`src/sv/stc_pkg.sv`:
```
// Package for the scope trigger capture block: widths, register indexes,
// configuration and pipeline structs. Used by every module of the block.
package stc_pkg;

  localparam int SAMPLE_BITS   = 12;
  localparam int SAMPLE_MAX    = (1 << SAMPLE_BITS) - 1;
  localparam int TDATA_W       = ((SAMPLE_BITS + 7) / 8) * 8;
  localparam int THR_W         = 12;
  localparam int HYST_W        = 11;
  localparam int GAIN_W        = 16;
  localparam int OFFS_W        = 13;
  localparam int DEC_W         = 16;
  localparam int CENT_W        = SAMPLE_BITS + 1;
  localparam int PROD_W        = CENT_W + GAIN_W;
  localparam int FRAC_BITS     = 8;
  localparam int QUO_W         = PROD_W - FRAC_BITS;
  localparam int SUM_W         = QUO_W + 2;
  localparam int LVL_W         = THR_W + 2;
  localparam int APB_DATA_W    = 32;
  localparam int APB_ADDR_W    = 5;
  localparam int FRAME_LEN_DEF = 128;

  localparam logic [THR_W-1:0]  THR_RST  = THR_W'(2000);
  localparam logic [HYST_W-1:0] HYST_RST = HYST_W'(150);
  localparam logic [GAIN_W-1:0] GAIN_RST = GAIN_W'(256);
  localparam logic [OFFS_W-1:0] OFFS_RST = '0;
  localparam logic [DEC_W-1:0]  DEC_RST  = DEC_W'(1);

  typedef enum logic [2:0] {
    REG_THRESHOLD  = 3'd0,
    REG_HYSTERESIS = 3'd1,
    REG_GAIN_Q8    = 3'd2,
    REG_OFFSET     = 3'd3,
    REG_DECIMATION = 3'd4,
    REG_TRIG_EN    = 3'd5,
    REG_EDGE_RISE  = 3'd6,
    REG_UNUSED     = 3'd7
  } reg_idx_t;

  typedef struct packed {
    logic [THR_W-1:0]         threshold;
    logic [HYST_W-1:0]        hysteresis;
    logic signed [GAIN_W-1:0] gain_q8;
    logic signed [OFFS_W-1:0] offset;
    logic [DEC_W-1:0]         decimation;
    logic                     trigger_enable;
    logic                     edge_rising;
  } cfg_t;

  // Product stage contents handed from the front end to the trigger stage.
  typedef struct packed {
    logic                     valid;
    logic                     keep;
    logic signed [PROD_W-1:0] prod;
  } prod_stage_t;

endpackage

```
`src/sv/stc_regs.sv`:
```
// Configuration register file of the scope trigger capture block.
// APB-style write/read port; depends on stc_pkg.
module stc_regs (
  input  logic                              clk,
  input  logic                              rst,
  input  logic                              psel,
  input  logic                              penable,
  input  logic                              pwrite,
  input  logic [stc_pkg::APB_ADDR_W-1:0]    paddr,
  input  logic [stc_pkg::APB_DATA_W-1:0]    pwdata,
  output logic [stc_pkg::APB_DATA_W-1:0]    prdata,
  output logic                              pready,
  output stc_pkg::cfg_t                     cfg
);

  stc_pkg::reg_idx_t idx;
  logic              wr;

  assign idx    = stc_pkg::reg_idx_t'(paddr[4:2]);
  assign wr     = psel && penable && pwrite;
  assign pready = 1'b1;

  always_ff @(posedge clk) begin
    if (rst) begin
      cfg.threshold      <= stc_pkg::THR_RST;
      cfg.hysteresis     <= stc_pkg::HYST_RST;
      cfg.gain_q8        <= stc_pkg::GAIN_RST;
      cfg.offset         <= stc_pkg::OFFS_RST;
      cfg.decimation     <= stc_pkg::DEC_RST;
      cfg.trigger_enable <= 1'b0;
      cfg.edge_rising    <= 1'b1;
    end else if (wr) begin
      case (idx)
        stc_pkg::REG_THRESHOLD:  cfg.threshold      <= pwdata[stc_pkg::THR_W-1:0];
        stc_pkg::REG_HYSTERESIS: cfg.hysteresis     <= pwdata[stc_pkg::HYST_W-1:0];
        stc_pkg::REG_GAIN_Q8:    cfg.gain_q8        <= pwdata[stc_pkg::GAIN_W-1:0];
        stc_pkg::REG_OFFSET:     cfg.offset         <= pwdata[stc_pkg::OFFS_W-1:0];
        stc_pkg::REG_DECIMATION: cfg.decimation     <= pwdata[stc_pkg::DEC_W-1:0];
        stc_pkg::REG_TRIG_EN:    cfg.trigger_enable <= pwdata[0];
        stc_pkg::REG_EDGE_RISE:  cfg.edge_rising    <= pwdata[0];
        default: ;
      endcase
    end
  end

  always_comb begin
    prdata = '0;
    case (idx)
      stc_pkg::REG_THRESHOLD:  prdata = stc_pkg::APB_DATA_W'(cfg.threshold);
      stc_pkg::REG_HYSTERESIS: prdata = stc_pkg::APB_DATA_W'(cfg.hysteresis);
      stc_pkg::REG_GAIN_Q8:    prdata = stc_pkg::APB_DATA_W'(cfg.gain_q8);
      stc_pkg::REG_OFFSET:     prdata = stc_pkg::APB_DATA_W'(cfg.offset);
      stc_pkg::REG_DECIMATION: prdata = stc_pkg::APB_DATA_W'(cfg.decimation);
      stc_pkg::REG_TRIG_EN:    prdata = stc_pkg::APB_DATA_W'(cfg.trigger_enable);
      stc_pkg::REG_EDGE_RISE:  prdata = stc_pkg::APB_DATA_W'(cfg.edge_rising);
      default:                 prdata = '0;
    endcase
  end

endmodule

```
`src/sv/stc_front.sv`:
```
// Front end: input register with decimation phase, then the gain multiply
// into the product register. Depends on stc_pkg.
module stc_front (
  input  logic                              clk,
  input  logic                              rst,
  input  stc_pkg::cfg_t                     cfg,
  input  logic                              s_tvalid,
  output logic                              s_tready,
  input  logic [stc_pkg::SAMPLE_BITS-1:0]   sample_in,
  output stc_pkg::prod_stage_t              pst,
  input  logic                              pst_ready
);

  logic                              av;
  logic                              a_keep;
  logic [stc_pkg::SAMPLE_BITS-1:0]   a_sample;
  logic [stc_pkg::DEC_W-1:0]         decim_phase;
  logic [stc_pkg::DEC_W-1:0]         decim_phase_next;
  logic [stc_pkg::DEC_W:0]           phase_inc;
  logic [stc_pkg::DEC_W-1:0]         period;
  logic                              a_go;
  logic                              s_go;
  logic signed [stc_pkg::CENT_W-1:0] centered;
  logic signed [stc_pkg::PROD_W-1:0] prod_next;

  assign a_go     = av && (!pst.valid || pst_ready);
  assign s_tready = !av || a_go;
  assign s_go     = s_tvalid && s_tready;

  // A decimation setting of zero behaves as one.
  assign period    = (cfg.decimation == '0) ? stc_pkg::DEC_W'(1) : cfg.decimation;
  assign phase_inc = {1'b0, decim_phase} + 1'b1;
  assign decim_phase_next = (phase_inc >= {1'b0, period}) ? '0 :
                            phase_inc[stc_pkg::DEC_W-1:0];

  assign centered  = $signed({1'b0, a_sample}) -
                     $signed({1'b0, cfg.threshold});
  assign prod_next = centered * cfg.gain_q8;

  always_ff @(posedge clk) begin
    if (rst) begin
      av          <= 1'b0;
      decim_phase <= '0;
    end else begin
      if (s_go) begin
        av          <= 1'b1;
        decim_phase <= decim_phase_next;
      end else if (a_go) begin
        av <= 1'b0;
      end
    end
  end

  always_ff @(posedge clk) begin
    if (s_go) begin
      a_sample <= sample_in;
      a_keep   <= (decim_phase == '0);
    end
  end

  always_ff @(posedge clk) begin
    if (rst) begin
      pst.valid <= 1'b0;
    end else if (a_go) begin
      pst.valid <= 1'b1;
    end else if (pst_ready) begin
      pst.valid <= 1'b0;
    end
  end

  always_ff @(posedge clk) begin
    if (a_go) begin
      pst.keep <= a_keep;
      pst.prod <= prod_next;
    end
  end

endmodule

```
`src/sv/stc_trigger.sv`:
```
// Trigger stage: finishes the scaling (divide by 256, offset, clip), runs the
// hysteresis trigger and frame counter, and holds the output register.
// Depends on stc_pkg.
module stc_trigger #(
  parameter int FRAME_LEN = stc_pkg::FRAME_LEN_DEF,
  parameter int CNT_W     = $clog2(FRAME_LEN)
) (
  input  logic                              clk,
  input  logic                              rst,
  input  stc_pkg::cfg_t                     cfg,
  input  stc_pkg::prod_stage_t              pst,
  output logic                              pst_ready,
  output logic                              m_tvalid,
  input  logic                              m_tready,
  output logic [stc_pkg::SAMPLE_BITS-1:0]   frame_sample,
  output logic                              frame_last
);

  logic                               armed;
  logic                               armed_next;
  logic                               capturing;
  logic                               capturing_next;
  logic [CNT_W-1:0]                   capture_count;
  logic [CNT_W-1:0]                   capture_count_next;
  logic                               emit;
  logic                               last;
  logic                               start;
  logic                               b_go;
  logic signed [stc_pkg::QUO_W-1:0]   quo;
  logic                               round_up;
  logic signed [stc_pkg::SUM_W-1:0]   sum;
  logic [stc_pkg::SAMPLE_BITS-1:0]    scaled;
  logic signed [stc_pkg::LVL_W-1:0]   lvl_lo;
  logic signed [stc_pkg::LVL_W-1:0]   lvl_hi;
  logic signed [stc_pkg::LVL_W-1:0]   s_lvl;

  assign pst_ready = !m_tvalid || m_tready;
  assign b_go      = pst.valid && pst_ready;

  // Arithmetic shift floors; a negative product with a nonzero fraction
  // gets one added back so the quotient truncates toward zero.
  assign quo      = pst.prod[stc_pkg::PROD_W-1:stc_pkg::FRAC_BITS];
  assign round_up = pst.prod[stc_pkg::PROD_W-1] && (pst.prod[stc_pkg::FRAC_BITS-1:0] != '0);
  assign sum      = stc_pkg::SUM_W'(quo)
                  + $signed({{(stc_pkg::SUM_W-1){1'b0}}, round_up})
                  + $signed({{(stc_pkg::SUM_W-stc_pkg::THR_W){1'b0}}, cfg.threshold})
                  + stc_pkg::SUM_W'(cfg.offset);

  always_comb begin
    if (sum < 0) begin
      scaled = '0;
    end else if (sum > stc_pkg::SUM_W'(stc_pkg::SAMPLE_MAX)) begin
      scaled = stc_pkg::SAMPLE_BITS'(stc_pkg::SAMPLE_MAX);
    end else begin
      scaled = sum[stc_pkg::SAMPLE_BITS-1:0];
    end
  end

  assign lvl_lo = $signed({2'b00, cfg.threshold}) - $signed({3'b000, cfg.hysteresis});
  assign lvl_hi = $signed({2'b00, cfg.threshold}) + $signed({3'b000, cfg.hysteresis});
  assign s_lvl  = $signed({{(stc_pkg::LVL_W-stc_pkg::SAMPLE_BITS){1'b0}}, scaled});

  assign last = (capture_count == CNT_W'(FRAME_LEN - 1));

  always_comb begin
    armed_next         = cfg.trigger_enable ? armed : 1'b0;
    capturing_next     = capturing;
    capture_count_next = capture_count;
    start              = 1'b0;
    emit               = 1'b0;
    if (pst.keep) begin
      if (!capturing) begin
        if (!cfg.trigger_enable) begin
          start = 1'b1;
        end else if (cfg.edge_rising) begin
          if (!armed_next && (s_lvl < lvl_lo)) armed_next = 1'b1;
          if (armed_next && (s_lvl > lvl_hi)) start = 1'b1;
        end else begin
          if (!armed_next && (s_lvl > lvl_hi)) armed_next = 1'b1;
          if (armed_next && (s_lvl < lvl_lo)) start = 1'b1;
        end
      end
      if (capturing || start) begin
        emit       = 1'b1;
        armed_next = 1'b0;
        // A new frame always begins at count zero.
        if (start || last) begin
          capture_count_next = start ? CNT_W'(1) : '0;
        end else begin
          capture_count_next = capture_count + 1'b1;
        end
        capturing_next = !(capturing ? last : (FRAME_LEN == 1));
      end
    end
  end

  always_ff @(posedge clk) begin
    if (rst) begin
      armed         <= 1'b0;
      capturing     <= 1'b0;
      capture_count <= '0;
      m_tvalid      <= 1'b0;
    end else if (b_go) begin
      armed         <= armed_next;
      capturing     <= capturing_next;
      capture_count <= capture_count_next;
      m_tvalid      <= emit;
    end else if (m_tready) begin
      m_tvalid <= 1'b0;
    end
  end

  always_ff @(posedge clk) begin
    if (b_go && emit) begin
      frame_sample <= scaled;
      frame_last   <= capturing ? last : 1'b0;
    end
  end

endmodule

```
`src/sv/scope_trigger_capture.sv`:
```
// Top level of the scope trigger capture block: register file, front end
// (decimation and gain multiply) and trigger stage. Depends on stc_pkg.
//
//  Channel   Direction  Handshake            Contents
//  s_*       in         s_tvalid/s_tready    tdata: adc_sample
//  m_*       out        m_tvalid/m_tready    tdata: frame_sample, tlast: frame_last
//  APB       in         psel/penable/pready  seven configuration registers
//
// One sample is accepted per cycle while the output is not stalled; a sample that
// is emitted passes through the input register, the product register and the
// output register in turn before it is offered on the output.
// The gain multiply has its own pipeline stage so the trigger path starts at
// a register. Reset is synchronous and clears all control state.
// A stalled output backs the pipeline up stage by stage; the input keeps
// accepting until every register holds a sample.
module scope_trigger_capture #(
  parameter int FRAME_LEN = stc_pkg::FRAME_LEN_DEF
) (
  input  logic                              clk,
  input  logic                              rst,
  input  logic                              s_tvalid,
  output logic                              s_tready,
  input  logic [stc_pkg::TDATA_W-1:0]       s_tdata,   // [11:0] adc_sample
  output logic                              m_tvalid,
  input  logic                              m_tready,
  output logic [stc_pkg::TDATA_W-1:0]       m_tdata,   // [11:0] frame_sample
  output logic                              m_tlast,
  input  logic                              psel,
  input  logic                              penable,
  input  logic                              pwrite,
  input  logic [stc_pkg::APB_ADDR_W-1:0]    paddr,
  input  logic [stc_pkg::APB_DATA_W-1:0]    pwdata,
  output logic [stc_pkg::APB_DATA_W-1:0]    prdata,
  output logic                              pready
);

  localparam int CNT_W = $clog2(FRAME_LEN);

  stc_pkg::cfg_t                    cfg;
  stc_pkg::prod_stage_t             pst;
  logic                             pst_ready;
  logic [stc_pkg::SAMPLE_BITS-1:0]  frame_sample;

  stc_regs u_regs (
    .clk     (clk),
    .rst     (rst),
    .psel    (psel),
    .penable (penable),
    .pwrite  (pwrite),
    .paddr   (paddr),
    .pwdata  (pwdata),
    .prdata  (prdata),
    .pready  (pready),
    .cfg     (cfg)
  );

  stc_front u_front (
    .clk       (clk),
    .rst       (rst),
    .cfg       (cfg),
    .s_tvalid  (s_tvalid),
    .s_tready  (s_tready),
    .sample_in (s_tdata[stc_pkg::SAMPLE_BITS-1:0]),
    .pst       (pst),
    .pst_ready (pst_ready)
  );

  stc_trigger #(
    .FRAME_LEN (FRAME_LEN),
    .CNT_W     (CNT_W)
  ) u_trigger (
    .clk          (clk),
    .rst          (rst),
    .cfg          (cfg),
    .pst          (pst),
    .pst_ready    (pst_ready),
    .m_tvalid     (m_tvalid),
    .m_tready     (m_tready),
    .frame_sample (frame_sample),
    .frame_last   (m_tlast)
  );

  assign m_tdata = stc_pkg::TDATA_W'(frame_sample);

endmodule
```
`config.mk`:
```
export PLATFORM = sky130hd
export DESIGN_NAME = scope_trigger_capture
export DESIGN_NICKNAME = d
export VERILOG_FILES = /design/src/sv/stc_pkg.sv /design/src/sv/stc_regs.sv /design/src/sv/stc_front.sv /design/src/sv/stc_trigger.sv /design/src/sv/scope_trigger_capture.sv
export SDC_FILE = /design/constraint.sdc
export NUM_CORES = 1
export LEC_CHECK = 0
export ABC_AREA = 1
export BUFFER_PORTS_ARGS = -buffer_cell sky130_fd_sc_hd__buf_2
export CORE_ASPECT_RATIO = 0.8
export CORE_MARGIN = 5
export CORE_UTILIZATION = 55
export CTS_CLUSTER_SIZE = 20
export DETAILED_ROUTE_END_ITERATION = 6
export PLACE_DENSITY = 0.72
export REMOVE_ABC_BUFFERS = 1
export SYNTH_ARGS = -nofsm -noshare
export SYNTH_HDL_FRONTEND = slang
export SYNTH_HIERARCHICAL = 1
export SYNTH_SLANG_ARGS = --single-unit
```
`constraint.sdc`:
```
create_clock -name clk -period 8 [get_ports clk]
set_clock_uncertainty 0.15 [all_clocks]
set_input_delay 1.2 -clock clk [delete_from_list [all_inputs] [get_ports clk]]
set_output_delay 1.2 -clock clk [all_outputs]
set_load 0.005 [all_outputs]
```
==> results of run 1 <==
==> state kept, by name, summed over array words and instances (netlist names), 7 cells and up <==
signal                   cells
u_trigger/capture_count      7
u_front/decim_phase         16
u_front/a_sample            12
u_trigger/frame_sample      12
u_regs/cfg                  70
u_front/pst                 31
==> power breakdown <==
group,internal [uW],leakage (uW),switching [uW]
combinational,499,0.00927,944
clock,461,0.000269,325
sequential,879,0.00132,26.3
==> cell usage in the layout (no fill, tap or decap), types with 7 or more instances in the layout <==
cell type / instances
a21oi_1: 103
a31oi_1: 9
buf_2: 84
buf_4: 27
clkbuf_16: 18
dfxtp_1: 98
edfxtp_1: 56
fa_1: 212
ha_1: 172
inv_1: 477
inv_2: 12
nand2_1: 604
nand2_2: 12
nand3_1: 162
nand3b_1: 8
nand4_1: 65
nor2_1: 328
nor2_2: 14
nor2_4: 7
nor3_1: 19
nor4_1: 13
o21ai_0: 36
o21bai_1: 10
xnor2_1: 25
xor2_1: 51
==> worst min-delay path, delay by kind of cell (launching register included) <==
family | cells | cell delay (ps)
compound gates | 1 | 50
flops | 1 | 310
simple gates | 1 | 60
==> per-stage QoR <==
step / total power [uW] / utilization
final: 3130 / 0.595
after global routing: 3370 / 0.595
after CTS: 3130 / 0.595
after detailed placement: 2340 / 0.579
after global placement: 2310 / 0.579
after floorplan: 1930 / -
==> final cells by class <==
cell class,instances,area [sq um]
Clock buffer,25,497
Tap cell,472,591
Fill cell,3233,14100
Multi-Input combinational cell,1899,13500
Timing Repair Buffer,111,623
Sequential cell,154,3640
Clock inverter,6,63.8
Inverter,495,1860
==> cells by family (layout without fill, tap and decap cells) <==
group                      Yosys count  after routing  synth area share
buffers and inverters              581            637             0.123
AOI/OAI and AO/OA                  184            184            0.0521
adders and majority gates          384            384             0.328
other                                2              5          0.000385
xor gates and xnor gates            76             76            0.0341
DFF                                154            154             0.187
and+or+nand+nor                   1250           1250             0.275
==> layer usage <==
layer	global-route usage	up-vias
met1	0.405	8011
met3	0.0750	88
li1	-	8256
met2	0.411	715
met5	0	-
met4	0.0723	0
==> worst max path at each step <==
stage | depth (start not counted) | from | to
after floorplan | 29 | u_regs/cfg[59] | u_front/pst[24]
after global placement | 26 | u_regs/cfg[63] | u_front/pst[28]
after detailed placement | 26 | u_regs/cfg[63] | u_front/pst[24]
after CTS | 26 | u_regs/cfg[63] | u_front/pst[24]
after global routing | 26 | u_regs/cfg[63] | u_front/pst[24]
final | 24 | u_regs/cfg[67] | u_front/pst[28]
==> summary.md, run 1 <==
| Metric | Value |
|---|---|
| Hold Crit Depth | 2 |
| Post-Synthesis Cells | 2631 |
| CP arrival | 7480 ps |
| Hold Crit Class | reg -> reg |
| CP cell instances | inv_1 > ha_1 > a21o_1 > a31oi_1 > nand3_1 > nand2_1 > nand2_1 > a21oi_1 > inv_1 > nor2_1 > fa_1 > fa_1 > fa_1 > fa_1 > fa_1 > ha_1 > ha_1 > nand2_1 > inv_1 > a21oi_1 > nand3_1 > a21boi_0 > o21ai_0 > xnor2_1 |
| Final setup margin | 546 ps |
| Root Driver | clkbuf_16 |
| Final worst path period need | 7450 ps |
| Routed Antenna Nets | 0 |
| Share of the synthesized area in the top cell type | 0.218 |
| Final WL | 53700 um |
| Sum Neg Setup Slack | 0 ps |
| First-pass GRT wire length | 85900 um |
| Non-Filler Instances | 3162 |
| Pleak | 0.0109 uW |
| Layout cell share with drive strength beyond 1 | 0.0758 |
| Maximum root-to-sink buffer count | 2 |
| Clk slew on worst S/H paths | 60 ps |
| Total GRT Usage | 0.278 |
| Initial antenna violation count | 0 |
| Drc violations | 0 |
| CP bufs+invs | 3 |
| Worst r2r src | u_regs/cfg[67] |
| Clock Sinks | 154 |
| Post-CTS Hold Fix Bufs | 0 |
| Leading area contributor after synthesis | fa_1 |
| Endpoint, Worst Hold | u_trigger/armed |
| Iter 0 DRT Violations | 1642 |
| WL/cell | 17.0 um |
| Nets | 3122 |
| Placed cell count | 3131 |
| Via density | 5.40 |
| Maximum vdd drop | 0.161 mV |
| Worst Setup End Kind | flip-flop |
| Number of max-cap violations | 0 |
| Top cells by count, synth | nand2_1 (604), inv_1 (477), nor2_1 (328), fa_1 (212), ha_1 (172) |
| Family with the most delay on the worst path | adder cells |
| CTS H-Tree Depth | 4 |
| Hold slack | 318 ps |
| Sequential fraction of the synthesis area | 0.187 |
| Post-CTS setup buffer count | 0 |
| RSZ-0062 raised after global routing | false |
| Post-synth EDFFs | 56 |
| Most frequent CP cell | fa_1 |
| Largest net degree at the start of global routing | 71 |
| Hold_sp | u_trigger/armed |
| Critical path class | reg -> reg |
| Fin. Hold Viols | 0 |
| Count leader, synth | nand2_1 |
| DP Worst Slack | 614 ps |
| Layout area overhead | 6.43% |
| Port bufs | 84 |
| Worst setup SP type | flip-flop |
| Chip Height | 178 um |
| Detailed placer's ending HPWL | 43900 um |
| FFs w/ async S/R, synth | 0 |
| Max Clock Freq | 134 MHz |
| Synth top area cells | fa_1 (22%), nand2_1 (12%), ha_1 (11%) |
| Worst-skew pair later-pin latency | 440 ps |
| Worst Tran Pin Value | 1220 ps |
| Distinct cell type count after synthesis | 50 |
| Synth warnings | 6 |
| Die Area | 39400 sq um |
| Worst Path Required | 8020 ps |
| DR pass1 iterations | 6 |
| Total gr overflow | 0 |
| Final setup violation count | 0 |
| Io pins | 112 |
| Power Dens Cells | 151 nW/um^2 |
| Critical-path top delay cell | fa_1 |
| DIE WIDTH | 221 um |
| Diode count | 0 |
| Row count | 61 |
| Initial cell density of the core | 0.559 |
| Met3 wire length | 5240 um |
| Tcrit/Tclk final | 0.932 |
| Number of global-route vias before repair | 16412 |
| Synth Area per Inst | 7.41 sq um |
| Wire length on met1 | 24400 um |
| Slew Limit Fails | 0 |
| Core ar. | 34900 sq um |
| Outcome | finished clean |
| Post-synth top flop | dfxtp_1 |
| Relative slew slack | 0.187 |
| DP Area | 20200 sq um |
| Cell Area, Synth | 19500 sq um |
| Reg2reg setup slack | 550 ps |
| Post-synthesis sequential element count | 154 |
| Vias | 17070 |
| FF-to-FF End | u_front/pst[28] |
| Worst Path Max Fanout | 10 |
| Metal2 WL | 22700 um |
| Max stage delay on crit path | 690 ps |
| Design Area, Final | 20800 sq um |
| Num CTS Buffers | 17 |
| Post-CTS resize count | 0 |
| GPL Wtd Cong | 0.945 |
| R2r worst-path depth | 24 |
| Uppermost layer routed | met4 |
| CTS tree | yes |
Note: power is estimated with default switching activity, not from simulation.
==> inputs of run 2 (changes only) <==
--- a/config.mk
+++ b/config.mk
@@ -7,7 +7,6 @@
 export LEC_CHECK = 0
 export ABC_AREA = 1
 export BUFFER_PORTS_ARGS = -buffer_cell sky130_fd_sc_hd__buf_2
-export CORE_ASPECT_RATIO = 0.8
 export CORE_MARGIN = 5
 export CORE_UTILIZATION = 55
 export CTS_CLUSTER_SIZE = 20
==> run 2 against run 1 <==
The run now ends with DRC left. Final cell count is 0.41% lower. Critical path depth is 6 higher. Clock-buffer cell count is 8 lower. Fmax is 0.69% higher. Critical path type unchanged.
==> summary.md, run 2 (same netlist as run 1, synthesis figures left out) <==
| Metric | Value |
|---|---|
| Tcrit/Tclk final | 0.925 (was 0.932) |
| Power Dens Cells | 153 nW/um^2 (was 151 nW/um^2) |
| Commonest non-fill, non-tap cell in the layout | nand2_1 (unchanged) |
| Io pins | 112 (unchanged) |
| Iter 0 DRT Violations | 1473 (was 1642) |
| Hold Crit Class | reg -> reg (unchanged) |
| Clk slew on worst S/H paths | 70 ps (was 60 ps) |
| Design Area, Final | 20800 sq um (about the same) |
| Final setup violation count | 0 (unchanged) |
| Diode count | 0 (unchanged) |
| Worst Tran Pin Value | 1210 ps (was 1220 ps) |
| Nets | 3119 (was 3122) |
| Port bufs | 84 (unchanged) |
| CTS H-Tree Depth | 4 (unchanged) |
| Layout area overhead | 6.49% (was 6.43%) |
| Number of max-cap violations | 0 (unchanged) |
| Root Driver | clkbuf_16 (unchanged) |
| Outcome | finished, violations left (was finished clean) |
| Die Area | 39300 sq um (was 39400 sq um) |
| CTS tree | yes (unchanged) |
| Slew Limit Fails | 0 (unchanged) |
| Max Clock Freq | 135 MHz (was 134 MHz) |
| Family with the most delay on the worst path | adder cells (unchanged) |
| Worst Path Max Fanout | 10 (unchanged) |
| Final setup margin | 597 ps (was 546 ps) |
| Worst-skew pair later-pin latency | 430 ps (was 440 ps) |
| Largest regs | u_regs/cfg: 70 flops, u_front/pst: 31 flops, u_front/decim_phase: 16 flops (unchanged) |
| RSZ-0062 raised after global routing | false (unchanged) |
| Sw Pwr | 1330 uW (was 1300 uW) |
| Maximum root-to-sink buffer count | 2 (unchanged) |
| Final worst path period need | 7400 ps (was 7450 ps) |
| Initial antenna violation count | 0 (unchanged) |
| DP Area | 20200 sq um (about the same) |
| Num CTS Buffers | 17 (unchanged) |
| DP Worst Slack | 647 ps (was 614 ps) |
| Layout cell share with drive strength beyond 1 | 0.0766 (was 0.0758) |
| Hold slack | 270 ps (was 318 ps) |
| Sequential fraction of design power | 0.285 (was 0.289) |
| Final WL | 51900 um (was 53700 um) |
| Net Sw Frac | 0.420 (was 0.413) |
| Total GRT Usage | 0.266 (was 0.278) |
| Routed Antenna Nets | 0 (unchanged) |
| Total gr overflow | 0 (unchanged) |
| Max stage delay on crit path | 550 ps (was 690 ps) |
| Post-CTS resize count | 0 (unchanged) |
| Post-CTS Hold Fix Bufs | 0 (unchanged) |
| Maximum vdd drop | 0.133 mV (was 0.161 mV) |
| Critical-path top delay cell | fa_1 (unchanged) |
| Chip Height | 198 um (was 178 um) |
| Row count | 69 (was 61) |
| Fin. Hold Viols | 0 (unchanged) |
| Critical path class | reg -> reg (unchanged) |
| Worst Path Required | 8030 ps (was 8020 ps) |
| Relative slew slack | 0.195 (was 0.187) |
| DR pass1 iterations | 7 (was 6) |
| Combinational share of power | 0.449 (was 0.460) |
| DIE WIDTH | 198 um (was 221 um) |
| Initial cell density of the core | 0.552 (was 0.559) |
| GPL Wtd Cong | 0.948 (was 0.945) |
| Via density | 5.40 (about the same) |
| Max reg flops | 70 (unchanged) |
| Pleak | 0.0109 uW (about the same) |
| CP bufs+invs | 6 (was 3) |
| Detailed placer's ending HPWL | 42500 um (was 43900 um) |
| Seq. cell area | 3640 sq um (unchanged) |
| Largest net degree at the start of global routing | 71 (unchanged) |
| Clock Sinks | 154 (unchanged) |
| Post-CTS setup buffer count | 0 (unchanged) |
| Sum Neg Setup Slack | 0 ps (unchanged) |
| Worst setup SP type | flip-flop (unchanged) |
| Drc violations | 2 (was 0) |
| Number of global-route vias before repair | 16323 (was 16412) |
| Worst Setup End Kind | flip-flop (unchanged) |
| Internal power | 1840 uW (about the same) |
| First-pass GRT wire length | 83800 um (was 85900 um) |
| Failing checks | DRC |
| Top reg by flops | u_regs/cfg (unchanged) |
| Fillers | 3303 (was 3233) |
| Commonest non-fill, non-tap cells in the layout | nand2_1 (604), inv_1 (477), nor2_1 (328) (unchanged) |
| CP arrival | 7430 ps (was 7480 ps) |
| Overall power | 3180 uW (was 3130 uW) |
| Vias | 17008 (was 17070) |
| WL/cell | 16.5 um (was 17.0 um) |
| Clock share of power | 0.266 (was 0.251) |
| Area of the multi-input gates | 13500 sq um (unchanged) |
| Core ar. | 35300 sq um (was 34900 sq um) |
## run 2: changes by cell type in the layout (fill, tap and decap cells not counted), sizes merged
cell / change
buf: -3
clkinv: +1
clkbuf: -8
clkinvlp: +1
inv: +6
bufinv: +1
## run 2: final timing paths
path	startpoint	end	slack, ps	cells after the start
hold reg to reg	u_front/a_keep	u_front/pst[29]	270	0
setup reg to reg	u_regs/cfg[60]	u_front/pst[21]	600	30
setup / recovery	u_regs/cfg[60]	u_front/pst[21]	600	30
hold / removal	u_front/a_keep	u_front/pst[29]	270	0
## run 2: metrics by stage
step,utilization,cells
final,0.588,3149
after CTS,0.588,3149
after global routing,0.588,3149
after detailed placement,0.571,3117
after floorplan,-,2548
after global placement,0.571,3117
## run 2: final cells by class
cell class | instances | area share
multi-input cells | 1899 | 0.649
flip-flops and latches | 154 | 0.175
inverters | 495 | 0.0897
repair buffers | 108 | 0.0289
well taps | 461 | 0.0278
clock buffers | 17 | 0.0205
clock inverters | 15 | 0.00880
## run 2: metal layers
metal  global-route usage  wire [um]
met3               0.0265       3010
met2                0.451      25200
met4               0.0811       1510
met5                    0          0
met1                0.363      22200
## run 2: worst reg2reg max path, delay by kind of cell (launching register included)
kind | cells | cell delay (ps)
AND/OR/NAND/NOR | 9 | 1180
flip-flops | 1 | 380
AO/OA/AOI/OAI | 6 | 1070
adder cells (fa/ha/maj) | 8 | 3720
XOR/XNOR | 1 | 160
buffers and inverters | 6 | 490
## run 2: power groups by stage
stage | sequential, uW | clock, uW | combinational, uW
floorplan | 911 | 0 | 1020
global placement | 921 | 0 | 1400
detailed placement | 922 | 0 | 1410
CTS | 904 | 854 | 1430
global route | 907 | 887 | 1610
finish | 905 | 844 | 1430
